<file path="src/rtl/assert_macros.svh">
// Assertion macros shared by the RTL of the escape sequence decoder.
// No dependencies; the macros expand to nothing when SYNTHESIS is defined.
`ifndef ASSERT_MACROS_SVH
`define ASSERT_MACROS_SVH
`ifndef SYNTHESIS
// Property must hold at every clock edge outside reset.
`define ASSERT_PROP(lbl, clk, rst_n, prop) \
  lbl: assert property (@(posedge clk) disable iff (!rst_n) prop) \
    else $error("assertion failed");
// Condition must never be true outside reset.
`define ASSERT_NEVER(lbl, clk, rst_n, cond) \
  lbl: assert property (@(posedge clk) disable iff (!rst_n) !(cond)) \
    else $error("forbidden condition seen");
`else
`define ASSERT_PROP(lbl, clk, rst_n, prop)
`define ASSERT_NEVER(lbl, clk, rst_n, cond)
`endif
`endif

</file>
<file path="src/rtl/ced_pkg.sv">
// Package for the C escape sequence decoder: character constants,
// result types and the single-character escape table. No dependencies.
package ced_pkg;

  localparam logic [7:0] CH_NUL       = 8'h00;
  localparam logic [7:0] CH_BACKSLASH = 8'h5C;
  localparam logic [7:0] CH_QUOTE     = 8'h22;
  localparam logic [7:0] CH_DIGIT_0   = 8'h30;
  localparam logic [7:0] CH_DIGIT_7   = 8'h37;
  localparam logic [7:0] CH_ALERT     = 8'h07;
  localparam logic [7:0] CH_BSPACE    = 8'h08;
  localparam logic [7:0] CH_FFEED     = 8'h0C;
  localparam logic [7:0] CH_NEWLINE   = 8'h0A;
  localparam logic [7:0] CH_CRETURN   = 8'h0D;
  localparam logic [7:0] CH_HTAB      = 8'h09;
  localparam logic [7:0] CH_VTAB      = 8'h0B;

  // One result item without its last-of-run flag.
  typedef struct packed {
    logic [7:0] data;
    logic       term;
  } res_t;

  // Everything one input byte produces: up to two result items.
  typedef struct packed {
    logic [1:0] count;
    res_t       first;
    res_t       second;
  } dec_out_t;

  // Escape table: returns {known, character} for the byte after a backslash.
  function automatic logic [8:0] esc_map(input logic [7:0] b);
    logic [8:0] r;
    case (b)
      8'h22:        r = {1'b1, CH_QUOTE};
      8'h61:        r = {1'b1, CH_ALERT};
      8'h62:        r = {1'b1, CH_BSPACE};
      8'h66:        r = {1'b1, CH_FFEED};
      8'h6E:        r = {1'b1, CH_NEWLINE};
      8'h72:        r = {1'b1, CH_CRETURN};
      8'h74:        r = {1'b1, CH_HTAB};
      8'h76:        r = {1'b1, CH_VTAB};
      CH_BACKSLASH: r = {1'b1, CH_BACKSLASH};
      default:      r = {1'b0, b};
    endcase
    return r;
  endfunction

endpackage

</file>
<file path="src/rtl/ced_decode.sv">
// Escape decoder core: mode and octal state plus the combinational
// expansion of one byte into up to two result items. Uses ced_pkg.
module ced_decode (
  input  logic              clk_i,
  input  logic              rst_ni,
  input  logic              fire_i,
  input  logic [7:0]        byte_i,
  output ced_pkg::dec_out_t dec_o
);

  typedef enum logic [1:0] {
    MODE_NORMAL,
    MODE_ESCAPE,
    MODE_OCTAL
  } mode_e;

  mode_e      mode_q, mode_d;
  logic [8:0] oct_val_q, oct_val_d;
  logic [1:0] oct_cnt_q, oct_cnt_d;

  logic       is_oct;
  logic [2:0] digit;
  logic [8:0] oct_next;
  logic [8:0] esc;

  assign is_oct   = (byte_i >= ced_pkg::CH_DIGIT_0) && (byte_i <= ced_pkg::CH_DIGIT_7);
  assign digit    = byte_i[2:0];
  assign oct_next = {oct_val_q[5:0], digit};
  assign esc      = ced_pkg::esc_map(byte_i);

  // Expansion of the current byte according to the decoding mode.
  always_comb begin
    dec_o     = '0;
    mode_d    = mode_q;
    oct_val_d = oct_val_q;
    oct_cnt_d = oct_cnt_q;
    case (mode_q)
      MODE_ESCAPE: begin
        if (byte_i == ced_pkg::CH_NUL) begin
          // Backslash at the end of the string is kept.
          dec_o.count       = 2'd2;
          dec_o.first.data  = ced_pkg::CH_BACKSLASH;
          dec_o.second.data = ced_pkg::CH_NUL;
          dec_o.second.term = 1'b1;
          mode_d            = MODE_NORMAL;
          oct_val_d         = '0;
          oct_cnt_d         = '0;
        end else if (is_oct) begin
          mode_d    = MODE_OCTAL;
          oct_val_d = {6'd0, digit};
          oct_cnt_d = 2'd1;
        end else if (esc[8]) begin
          dec_o.count      = 2'd1;
          dec_o.first.data = esc[7:0];
          mode_d           = MODE_NORMAL;
        end else begin
          // Unknown escape: backslash, then the byte itself.
          dec_o.count       = 2'd2;
          dec_o.first.data  = ced_pkg::CH_BACKSLASH;
          dec_o.second.data = byte_i;
          mode_d            = MODE_NORMAL;
        end
      end
      MODE_OCTAL: begin
        if (is_oct) begin
          if (oct_cnt_q == 2'd2) begin
            // Third digit completes the value.
            dec_o.count      = 2'd1;
            dec_o.first.data = oct_next[7:0];
            mode_d           = MODE_NORMAL;
            oct_val_d        = '0;
            oct_cnt_d        = '0;
          end else begin
            oct_val_d = oct_next;
            oct_cnt_d = oct_cnt_q + 2'd1;
          end
        end else begin
          // Run cut short: flush the value, then copy the byte or, for a backslash, start a new escape.
          dec_o.first.data = oct_val_q[7:0];
          oct_val_d        = '0;
          oct_cnt_d        = '0;
          if (byte_i == ced_pkg::CH_BACKSLASH) begin
            dec_o.count = 2'd1;
            mode_d      = MODE_ESCAPE;
          end else begin
            dec_o.count       = 2'd2;
            dec_o.second.data = byte_i;
            dec_o.second.term = (byte_i == ced_pkg::CH_NUL);
            mode_d            = MODE_NORMAL;
          end
        end
      end
      default: begin
        if (byte_i == ced_pkg::CH_BACKSLASH) begin
          mode_d = MODE_ESCAPE;
        end else begin
          dec_o.count      = 2'd1;
          dec_o.first.data = byte_i;
          dec_o.first.term = (byte_i == ced_pkg::CH_NUL);
          mode_d           = MODE_NORMAL;
          if (byte_i == ced_pkg::CH_NUL) begin
            oct_val_d = '0;
            oct_cnt_d = '0;
          end
        end
      end
    endcase
  end

  // Decoder state advances once per consumed item.
  always_ff @(posedge clk_i or negedge rst_ni) begin
    if (!rst_ni) begin
      mode_q    <= MODE_NORMAL;
      oct_val_q <= '0;
      oct_cnt_q <= '0;
    end else if (fire_i) begin
      mode_q    <= mode_d;
      oct_val_q <= oct_val_d;
      oct_cnt_q <= oct_cnt_d;
    end
  end

endmodule

</file>
<file path="src/rtl/ced_outbuf.sv">
// Two-slot result buffer: a head register that drives the output port and
// a pending slot for the second result of an item. Uses ced_pkg.
module ced_outbuf (
  input  logic              clk_i,
  input  logic              rst_ni,
  input  logic              load_i,
  input  ced_pkg::dec_out_t dec_i,
  output logic              ready_o,
  output logic              pend_o,
  output logic              out_valid_o,
  input  logic              out_stall_i,
  output logic [7:0]        out_byte_o,
  output logic              out_is_terminator_o,
  output logic              out_last_of_run_o
);

  logic          head_vld_q, head_vld_d;
  logic          pend_vld_q, pend_vld_d;
  ced_pkg::res_t head_q, head_d;
  logic          head_last_q, head_last_d;
  ced_pkg::res_t pend_q, pend_d;
  logic          head_free;

  // The head empties this cycle if it is empty or being taken.
  assign head_free = !head_vld_q || !out_stall_i;
  assign ready_o   = head_free && !pend_vld_q;
  assign pend_o    = pend_vld_q;

  // Next contents: load a fresh item, or shift the pending result forward.
  always_comb begin
    head_vld_d  = head_vld_q;
    pend_vld_d  = pend_vld_q;
    head_d      = head_q;
    head_last_d = head_last_q;
    pend_d      = pend_q;
    if (load_i) begin
      head_vld_d  = (dec_i.count != 2'd0);
      head_d      = dec_i.first;
      head_last_d = (dec_i.count == 2'd1);
      pend_vld_d  = (dec_i.count == 2'd2);
      pend_d      = dec_i.second;
    end else if (head_free) begin
      head_vld_d  = pend_vld_q;
      head_d      = pend_q;
      head_last_d = 1'b1;
      pend_vld_d  = 1'b0;
    end
  end

  // Control flags.
  always_ff @(posedge clk_i or negedge rst_ni) begin
    if (!rst_ni) begin
      head_vld_q <= 1'b0;
      pend_vld_q <= 1'b0;
    end else begin
      head_vld_q <= head_vld_d;
      pend_vld_q <= pend_vld_d;
    end
  end

  // Payload registers.
  always_ff @(posedge clk_i) begin
    head_q      <= head_d;
    head_last_q <= head_last_d;
    pend_q      <= pend_d;
  end

  assign out_valid_o         = head_vld_q;
  assign out_byte_o          = head_q.data;
  assign out_is_terminator_o = head_q.term;
  assign out_last_of_run_o   = head_last_q;

endmodule

</file>
<file path="src/rtl/c_escape_sequence_decoder.sv">
// Streaming C escape sequence decoder. Each input item is one byte of a string, and a
// zero byte ends it. Items pass an input register, are expanded by the decoder and
// land in a two-slot result buffer. Items giving zero or one result are taken at one
// item per cycle while the output does not stall. An item giving two results (unknown
// escape, backslash or cut-short octal run before a byte) holds the input while the
// second result drains from the pending slot.
// Depends on ced_pkg, ced_decode, ced_outbuf and assert_macros.svh.
`include "assert_macros.svh"

module c_escape_sequence_decoder (
  input  logic       clk_i,
  input  logic       rst_ni,
  input  logic       in_valid_i,
  output logic       in_stall_o,
  input  logic [7:0] in_byte_i,
  output logic       out_valid_o,
  input  logic       out_stall_i,
  output logic [7:0] out_byte_o,
  output logic       out_is_terminator_o,
  output logic       out_last_of_run_o
);

  logic              in_vld_q;
  logic [7:0]        in_byte_q;
  logic              buf_ready;
  logic              buf_pend;
  logic              fire;
  ced_pkg::dec_out_t dec;

  // An item leaves the input register once the buffer can hold its results.
  assign fire       = in_vld_q && buf_ready;
  assign in_stall_o = in_vld_q && !buf_ready;

  // Input register.
  always_ff @(posedge clk_i or negedge rst_ni) begin
    if (!rst_ni) begin
      in_vld_q <= 1'b0;
    end else if (!in_stall_o) begin
      in_vld_q <= in_valid_i;
    end
  end

  always_ff @(posedge clk_i) begin
    if (!in_stall_o) begin
      in_byte_q <= in_byte_i;
    end
  end

  ced_decode u_decode (
    .clk_i  (clk_i),
    .rst_ni (rst_ni),
    .fire_i (fire),
    .byte_i (in_byte_q),
    .dec_o  (dec)
  );

  ced_outbuf u_outbuf (
    .clk_i               (clk_i),
    .rst_ni              (rst_ni),
    .load_i              (fire),
    .dec_i               (dec),
    .ready_o             (buf_ready),
    .pend_o              (buf_pend),
    .out_valid_o         (out_valid_o),
    .out_stall_i         (out_stall_i),
    .out_byte_o          (out_byte_o),
    .out_is_terminator_o (out_is_terminator_o),
    .out_last_of_run_o   (out_last_of_run_o)
  );

  // A pending second result always sits behind a valid head.
  `ASSERT_NEVER(a_pend_without_head, clk_i, rst_ni, buf_pend && !out_valid_o)
  // A two-result item always fills the pending slot.
  `ASSERT_PROP(a_two_fill_pend, clk_i, rst_ni, (fire && dec.count == 2'd2) |=> buf_pend)
  // A terminator result is a zero byte and closes its run.
  `ASSERT_PROP(a_term_shape, clk_i, rst_ni,
    (out_valid_o && out_is_terminator_o) |-> (out_byte_o == 8'd0 && out_last_of_run_o))
  // A stalled input item is not lost.
  `ASSERT_PROP(a_stall_holds, clk_i, rst_ni, in_stall_o |=> in_vld_q)

endmodule
</file>
<file path="config.mk">
export PLATFORM = sky130hd
export DESIGN_NAME = c_escape_sequence_decoder
export DESIGN_NICKNAME = d
export VERILOG_FILES = /design/src/rtl/ced_pkg.sv /design/src/rtl/ced_decode.sv /design/src/rtl/ced_outbuf.sv /design/src/rtl/c_escape_sequence_decoder.sv
export VERILOG_INCLUDE_DIRS = /design/src /design/src/rtl
export SDC_FILE = /design/constraint.sdc
export NUM_CORES = 1
export LEC_CHECK = 0
export BUFFER_PORTS_ARGS = -buffer_cell sky130_fd_sc_hd__buf_4
export CAP_MARGIN = 20
export CORE_UTILIZATION = 30
export DETAILED_ROUTE_END_ITERATION = 10
export PLACE_DENSITY_LB_ADDON = 0.08
export RECOVER_POWER = 100
export SYNTH_ARGS = -nofsm -noshare
export SYNTH_HDL_FRONTEND = slang
export SYNTH_SLANG_ARGS = --single-unit
</file>
<file path="constraint.sdc">
create_clock -name clk_i -period 2 [get_ports clk_i]
set_input_delay 0.4 -clock clk_i [delete_from_list [all_inputs] [get_ports clk_i]]
set_output_delay 0.4 -clock clk_i [all_outputs]
set_load 0.05 [all_outputs]
</file>
; ---- After elaboration in Yosys (flattened, before gate mapping)
; Index checks and enable logic that the tools add are counted.
[word_totals]
regBits = 42
wordCells = 93
[classes]
n_addsub = 1
n_lt_le_gt_ge = 2
eq_ne = 17
n_mux = 45
n_reduce_logical = 16
[op_table]
columns = op, n
row1 = 9-bit one-hot mux with 9 select lines, 1
row2 = 8-bit two-way mux, 9
row3 = 8-bit by 7-bit == test with 1-bit output (second input constant), 8
row4 = 10-bit two-way mux, 5
row5 = 9-bit two-way mux, 5
row6 = 2-bit two-way mux, 11
row7 = 10-bit one-hot mux with 2 select lines, 1
row8 = 9-bit one-hot mux with 2 select lines, 1
row9 = 8-bit one-hot mux with 2 select lines, 1
row10 = 1-bit two-way mux, 9
row11 = 8-bit by 6-bit == test with 1-bit output (second input constant), 1
row12 = 8-bit by 6-bit greater-or-equal comparator with 1-bit output (second input constant), 1
row13 = 8-bit by 6-bit <= comparator with 1-bit output (second input constant), 1
row14 = 8-bit logical NOT, 1
row15 = 2-bit one-hot mux with 2 select lines, 2
row16 = 2-bit == test (second input constant), 3
row17 = 3-bit != test (second input constant), 2
row18 = 2-bit by 1-bit == test with 1-bit output (second input constant), 2
row19 = 1-bit logical AND, 4
row20 = 1-bit logical NOT, 4
row21 = 4-bit AND reduction, 1
row22 = 2-bit nonzero test, 2
row23 = 3-bit by 1-bit != test with 1-bit output (second input constant), 1
row24 = 3-bit nonzero test, 1
row25 = other kinds (4), 4

; ---- Logic depth before layout (Yosys ltp)
[depth]
depth_word = 8
mapped_depth = 7
ltp_nobuf = 7

; ---- Hierarchy
; A second synthesis with hierarchy kept.
[unflattened]
hier_cells = 241
hier_area_um2 = 2421.1
[by_module_without_submodules]
columns = module, n_inst, cells_per_inst, area_each_um2, seq_area_each_um2
row1 = ced_decode, 1, 188, 1318.8, 300.3
row2 = ced_outbuf, 1, 40, 804.5, 620.6
row3 = c_escape_sequence_decoder, 1, 13, 297.8, 265.3

; ---- Worst setup path after synthesis
; Ideal clock, no wire load.
[synth_path]
kind = register to output
from = register u_outbuf.head_vld_q, in the netlist u_outbuf.out_valid_o
to = output port in_stall_o
arrival_time_ps = 1730
required_time_ps = 1600
path_slack_ps = -130
path_stages_with_launch = 5
path_buffers = 0
path_cell_list = dfrtp_1 nand2_1 nand2b_1 nand2_1 inv_1
[synth_between]
elab_chain_len = 5
[synth_lines]
columns = item, line_no
row1 = from (decl), ced_outbuf.sv:17  ; logic head_vld_q, head_vld_d;
row2 = from (signal assigned), ced_outbuf.sv:56  ; head_vld_q <= head_vld_d;
row3 = 1-bit logical NOT, ced_outbuf.sv:25  ; assign head_free = !head_vld_q || !out_stall_i;
row4 = 1-bit logical OR, ced_outbuf.sv:25
row5 = 1-bit logical AND, ced_outbuf.sv:26  ; assign ready_o = head_free && !pend_vld_q;
row6 = 1-bit logical NOT, c_escape_sequence_decoder.sv:32  ; assign in_stall_o = in_vld_q && !buf_ready;
row7 = 1-bit logical AND, c_escape_sequence_decoder.sv:32
row8 = to (decl), c_escape_sequence_decoder.sv:14  ; output logic in_stall_o,
; Every way passes these cells.

==> summary.md <==
The run finished with clean final reports. The clock latency on the worst-skew pair was 290 ps; the post-synthesis net count was 250. The routed layout has 2,058 vias. For the HPWL after detailed placement, the log shows 4.86 mm. The worst hold slack was 298 ps; the total power consumption of the routed design was 0.00205 W.

The startpoint of the worst-slack reg-to-reg timing path was in_byte_q[7]. The area growth from synthesis to layout was 30.8%; the share of the synthesized area in compound gates (AO/OA/AOI/OAI) was 17.7%. The slew of the pin with the lowest slew margin was 845 ps; the total number of placement rows was 32. The post-synthesis mux area share works out to 3.89%. After Yosys synthesis, and, or, nand and nor cells account for 22.3% of the synthesized area. The worst-case clock buffer depth is 2, and the flip-flop and latch count after synthesis is 42. 0 antenna diodes ended up in the layout. Arrival time reported for the critical path endpoint: 2010 ps. Sequential cells were found to cover 49.8% of the synthesized design area.

The count of final setup violators is 0. The tools report the setup slack of the critical path after layout as 14.6 ps. By area, the combinational part of the netlist is dominated by simple AND/OR/NAND/NOR gates. After global routing the overflow that remains totals 0.

The tightest min-delay check is of the primary input to flip-flop type. The clock sink count was 42; the share of async-settable or async-resettable flops after synthesis was 35.7%. The synthesized design contains 27 enable-type register cells. The average instance in the mapped netlist occupies 10.1 um2. At the end of the flow, the number of nets in the layout was 315. Yosys instantiated no cell more often than sky130_fd_sc_hd__edfxtp_1.

Along the worst path, the maximum fanout reaches 7. During placement, the flow inserted port buffers numbering 23. Setup repair after global routing could not meet its margin everywhere. The total area inside the core boundary comes to 7690 um2.

For this run, the top clock speed supported by timing is 504 MHz. In the global route stage, met3 resource usage came out at 2.01%. For this run, the number of Yosys warnings is 0. The root buffer cell chosen for the clock tree is sky130_fd_sc_hd__clkbuf_8. After detailed routing, the total wire length is 6.53 mm. The final max-slew violation count is 0, and the post-synthesis cell count is 236.

Dividing the detail-routed wire length by the instance count gives 16.2 um. The worst min-delay path endpoint was in_vld_q. STA classifies the critical path endpoint as a flip-flop. The die is 91.1 um wide.

The remaining antenna violation count came out at 0. The logs give 1,991 for the number of global-route vias before repair and 8300 um2 for the die area. Headroom to the max-slew limit came out at 43.7%. At the placement stage, the worst setup path has a slack of -127 ps. VDD sags by at most 0.000239 V. The analysis attributes to cell leakage a power of 1.27 nW.

The pre-antenna-repair detailed-routing pass consisted of 4 iterations. The post-route netlist has 32.1% of its cells at a drive strength greater than 1. Global routing consumed, over all layers together, 16.4% of the routing resources. The run gives 0 as the number of antenna violations at the first check in global routing. The count of H-tree levels built during CTS came out at 2. In this run the most critical hold path is launched from in_valid_i. On the critical path, the stage with the largest delay is an instance of sky130_fd_sc_hd__edfxtp_1. The placed instances occupy a cell area of 2950 um2.

After routing, the total negative slack on setup checks comes to 0 ps. Global routing consumed, on the met1 layer, 22.8% of the routing resources. For the finished layout, the period the worst path requires is 1990 ps.

The hold violation count in the final report is 0, and the delay contributed by the slowest stage of the critical path is 440 ps. The run gives 5 as the number of buffers created by CTS. The starting utilization of the core area was 31.0%.

In this run the biggest area consumer among cell types represents 34.0% of the synthesized area. The run gives 26.6% as the routing usage on met2. The kind of critical path is flip-flop to flip-flop. The worst setup path is launched from a flip-flop. For this design the top-level I/O count stands at 24. Among all flip-flop cells after synthesis, the most frequent one is sky130_fd_sc_hd__edfxtp_1. Entering global routing, the biggest net connects 20 pins. Clock-pin slew was measured on the worst setup and hold paths at 80 ps.

The slack of the worst reg-to-reg path was 10 ps; the power density over the cells was 659 nW/um2. The first global-routing pass estimated 10.6 mm of wire. The layer flagged by global routing as most heavily used is met2.

The area share of xor/xnor cells in the synthesized design came out at 0%. The final clock skew came out at 8.00 ps. Max-cap violations in this run came to 0. The height of the die was 91.1 um; the area of all placed cells without fillers was 3120 um2.

Sorting the synthesized cells by area gives the leading types as sky130_fd_sc_hd__edfxtp_1, sky130_fd_sc_hd__dfrtp_1, sky130_fd_sc_hd__nand2_1, sky130_fd_sc_hd__mux2i_1, sky130_fd_sc_hd__nand4_1. The largest area contributor in the synthesized netlist is sky130_fd_sc_hd__edfxtp_1. In the routed design, unresolved DRC markers number 0. The mapped netlist covers 2380 um2.

After Yosys synthesis, full adders, half adders and majority gates account for 1.05% of the synthesized area. Final estimated routing congestion in global placement: 0.858. The worst reg2reg path endpoint is u_outbuf.out_byte_o[2]. The cell depth of the worst min-delay path was 2. The run gives 127 as the first-iteration detailed-routing DRC count. TritonCTS built the clock tree.

Counting cells, the worst reg-to-reg path comes to 6. The total of fill cells in the finished design was 821. Counting instances in the post-synthesis netlist gives the leading cell types as sky130_fd_sc_hd__edfxtp_1, sky130_fd_sc_hd__nand2_1, sky130_fd_sc_hd__dfrtp_1. STA puts the critical path data required time at 2030 ps. Of the available clock period, the critical path in the final layout requires 99.3%. The number of different library cells in the post-synthesis netlist was 52. The critical path goes through buf_4, and4bb_2, a21oi_1, buf_4, a221oi_1, a21oi_1. After detailed routing, the number of vias per cell comes to 5.09.
where the power goes:
part / internal [W] / switching [W] / total, W
Clock: 0.000249 / 0.000287 / 0.000535
Combinational: 0.000158 / 0.000292 / 0.000450
Sequential: 0.00102 / 0.0000496 / 0.00107
Total: 0.00143 / 0.000629 / 0.00205
layout by cell type (no fill, tap or decap), types with 3 or more instances in the layout:
master,n
sky130_fd_sc_hd__nand2_1,22
sky130_fd_sc_hd__and2_1,3
sky130_fd_sc_hd__nand3_1,7
sky130_fd_sc_hd__o21ai_0,7
sky130_fd_sc_hd__nor2_1,10
sky130_fd_sc_hd__mux2i_1,7
sky130_fd_sc_hd__edfxtp_1,27
sky130_fd_sc_hd__nand4_1,10
sky130_fd_sc_hd__a22o_1,5
sky130_fd_sc_hd__clkbuf_4,8
sky130_fd_sc_hd__o21ai_1,5
sky130_fd_sc_hd__buf_4,47
sky130_fd_sc_hd__clkbuf_1,17
sky130_fd_sc_hd__clkbuf_8,5
sky130_fd_sc_hd__nand2_2,5
sky130_fd_sc_hd__o31ai_1,3
sky130_fd_sc_hd__a21oi_1,8
sky130_fd_sc_hd__and4bb_2,3
sky130_fd_sc_hd__a31oi_1,3
sky130_fd_sc_hd__inv_1,13
sky130_fd_sc_hd__a21boi_0,3
sky130_fd_sc_hd__nor3_1,7
sky130_fd_sc_hd__dfrtp_1,15
sky130_fd_sc_hd__nand2b_1,6
layout make-up:
type / count / area, um2 / share of cell area, %
flip-flops and latches: 42 / 1190 / 38.1
multi-input cells: 165 / 1170 / 37.6
repair buffers: 72 / 492 / 15.8
well taps: 102 / 128 / 4.09
clock buffers: 8 / 80.1 / 2.57
inverters: 15 / 60.1 / 1.93
worst max-delay path by stage:
stage,startpoint,endpoint,slack (ps),depth (start not counted)
2_1_floorplan,u_outbuf.out_valid_o,in_stall_o,30,4
4_1_cts,in_byte_q[6],u_outbuf.out_byte_o[1],0.5,7
3_5_place_dp,in_byte_q[3],u_outbuf.out_last_of_run_o,-130,6
3_3_place_gp,in_byte_q[3],u_outbuf.out_last_of_run_o,-150,6
5_1_grt,in_byte_q[3],u_outbuf.out_byte_o[1],-60,7
6_report,in_byte_q[7],u_outbuf.out_byte_o[2],10,6
kinds of logic after synthesis:
kind of cell / after synthesis
flops: 42
fa+ha+maj: 2
compound gates: 60
buf+inv: 29
simple gates: 94
mux: 9
repair_timing:
| item | 4_1_cts | 5_1_grt |
|---|---|---|
| endpoints found under the setup margin | 9 | 25 |
| hold buffers | 1 | 0 |
| pin swaps | 2 | 7 |
| endpoints found under the hold margin | 15 | 0 |
| resized for setup | 5 | 22 |
| setup buffers | 2 | 4 |
sequential cells by signal, indices dropped and copies added, names as in the netlist:
name                          flops
in_byte_q                         8
in_vld_q                          1
u_decode.mode_q                   2
u_decode.oct_cnt_q                2
u_decode.oct_val_q                8
u_outbuf.out_byte_o               8
u_outbuf.out_is_terminator_o      1
u_outbuf.out_last_of_run_o        1
u_outbuf.out_valid_o              1
u_outbuf.pend_o                   1
u_outbuf.pend_q                   9
per-layer routing:
layer	wire length [um]	vias to the layer above
met3	218	5
li1	-	1012
met2	3040	33
met5	0	-
met4	61	0
met1	3220	1008
per-stage QoR:
| step | util [%] | std cells |
|---|---|---|
| global route | 40.5 | 404 |
| floorplan | - | 236 |
| global placement | 38.3 | 389 |
| CTS | 40.0 | 400 |
| finish | 40.5 | 404 |
| detailed placement | 38.3 | 389 |
critical path, delay by kind of cell (launching register included):
kind,cells,cell delay (ps)
AO/OA/AOI/OAI,3,570
buffers and inverters,2,360
flip-flops,1,440
AND/OR/NAND/NOR,1,360
No activity file was read; power rests on OpenSTA's default activity.
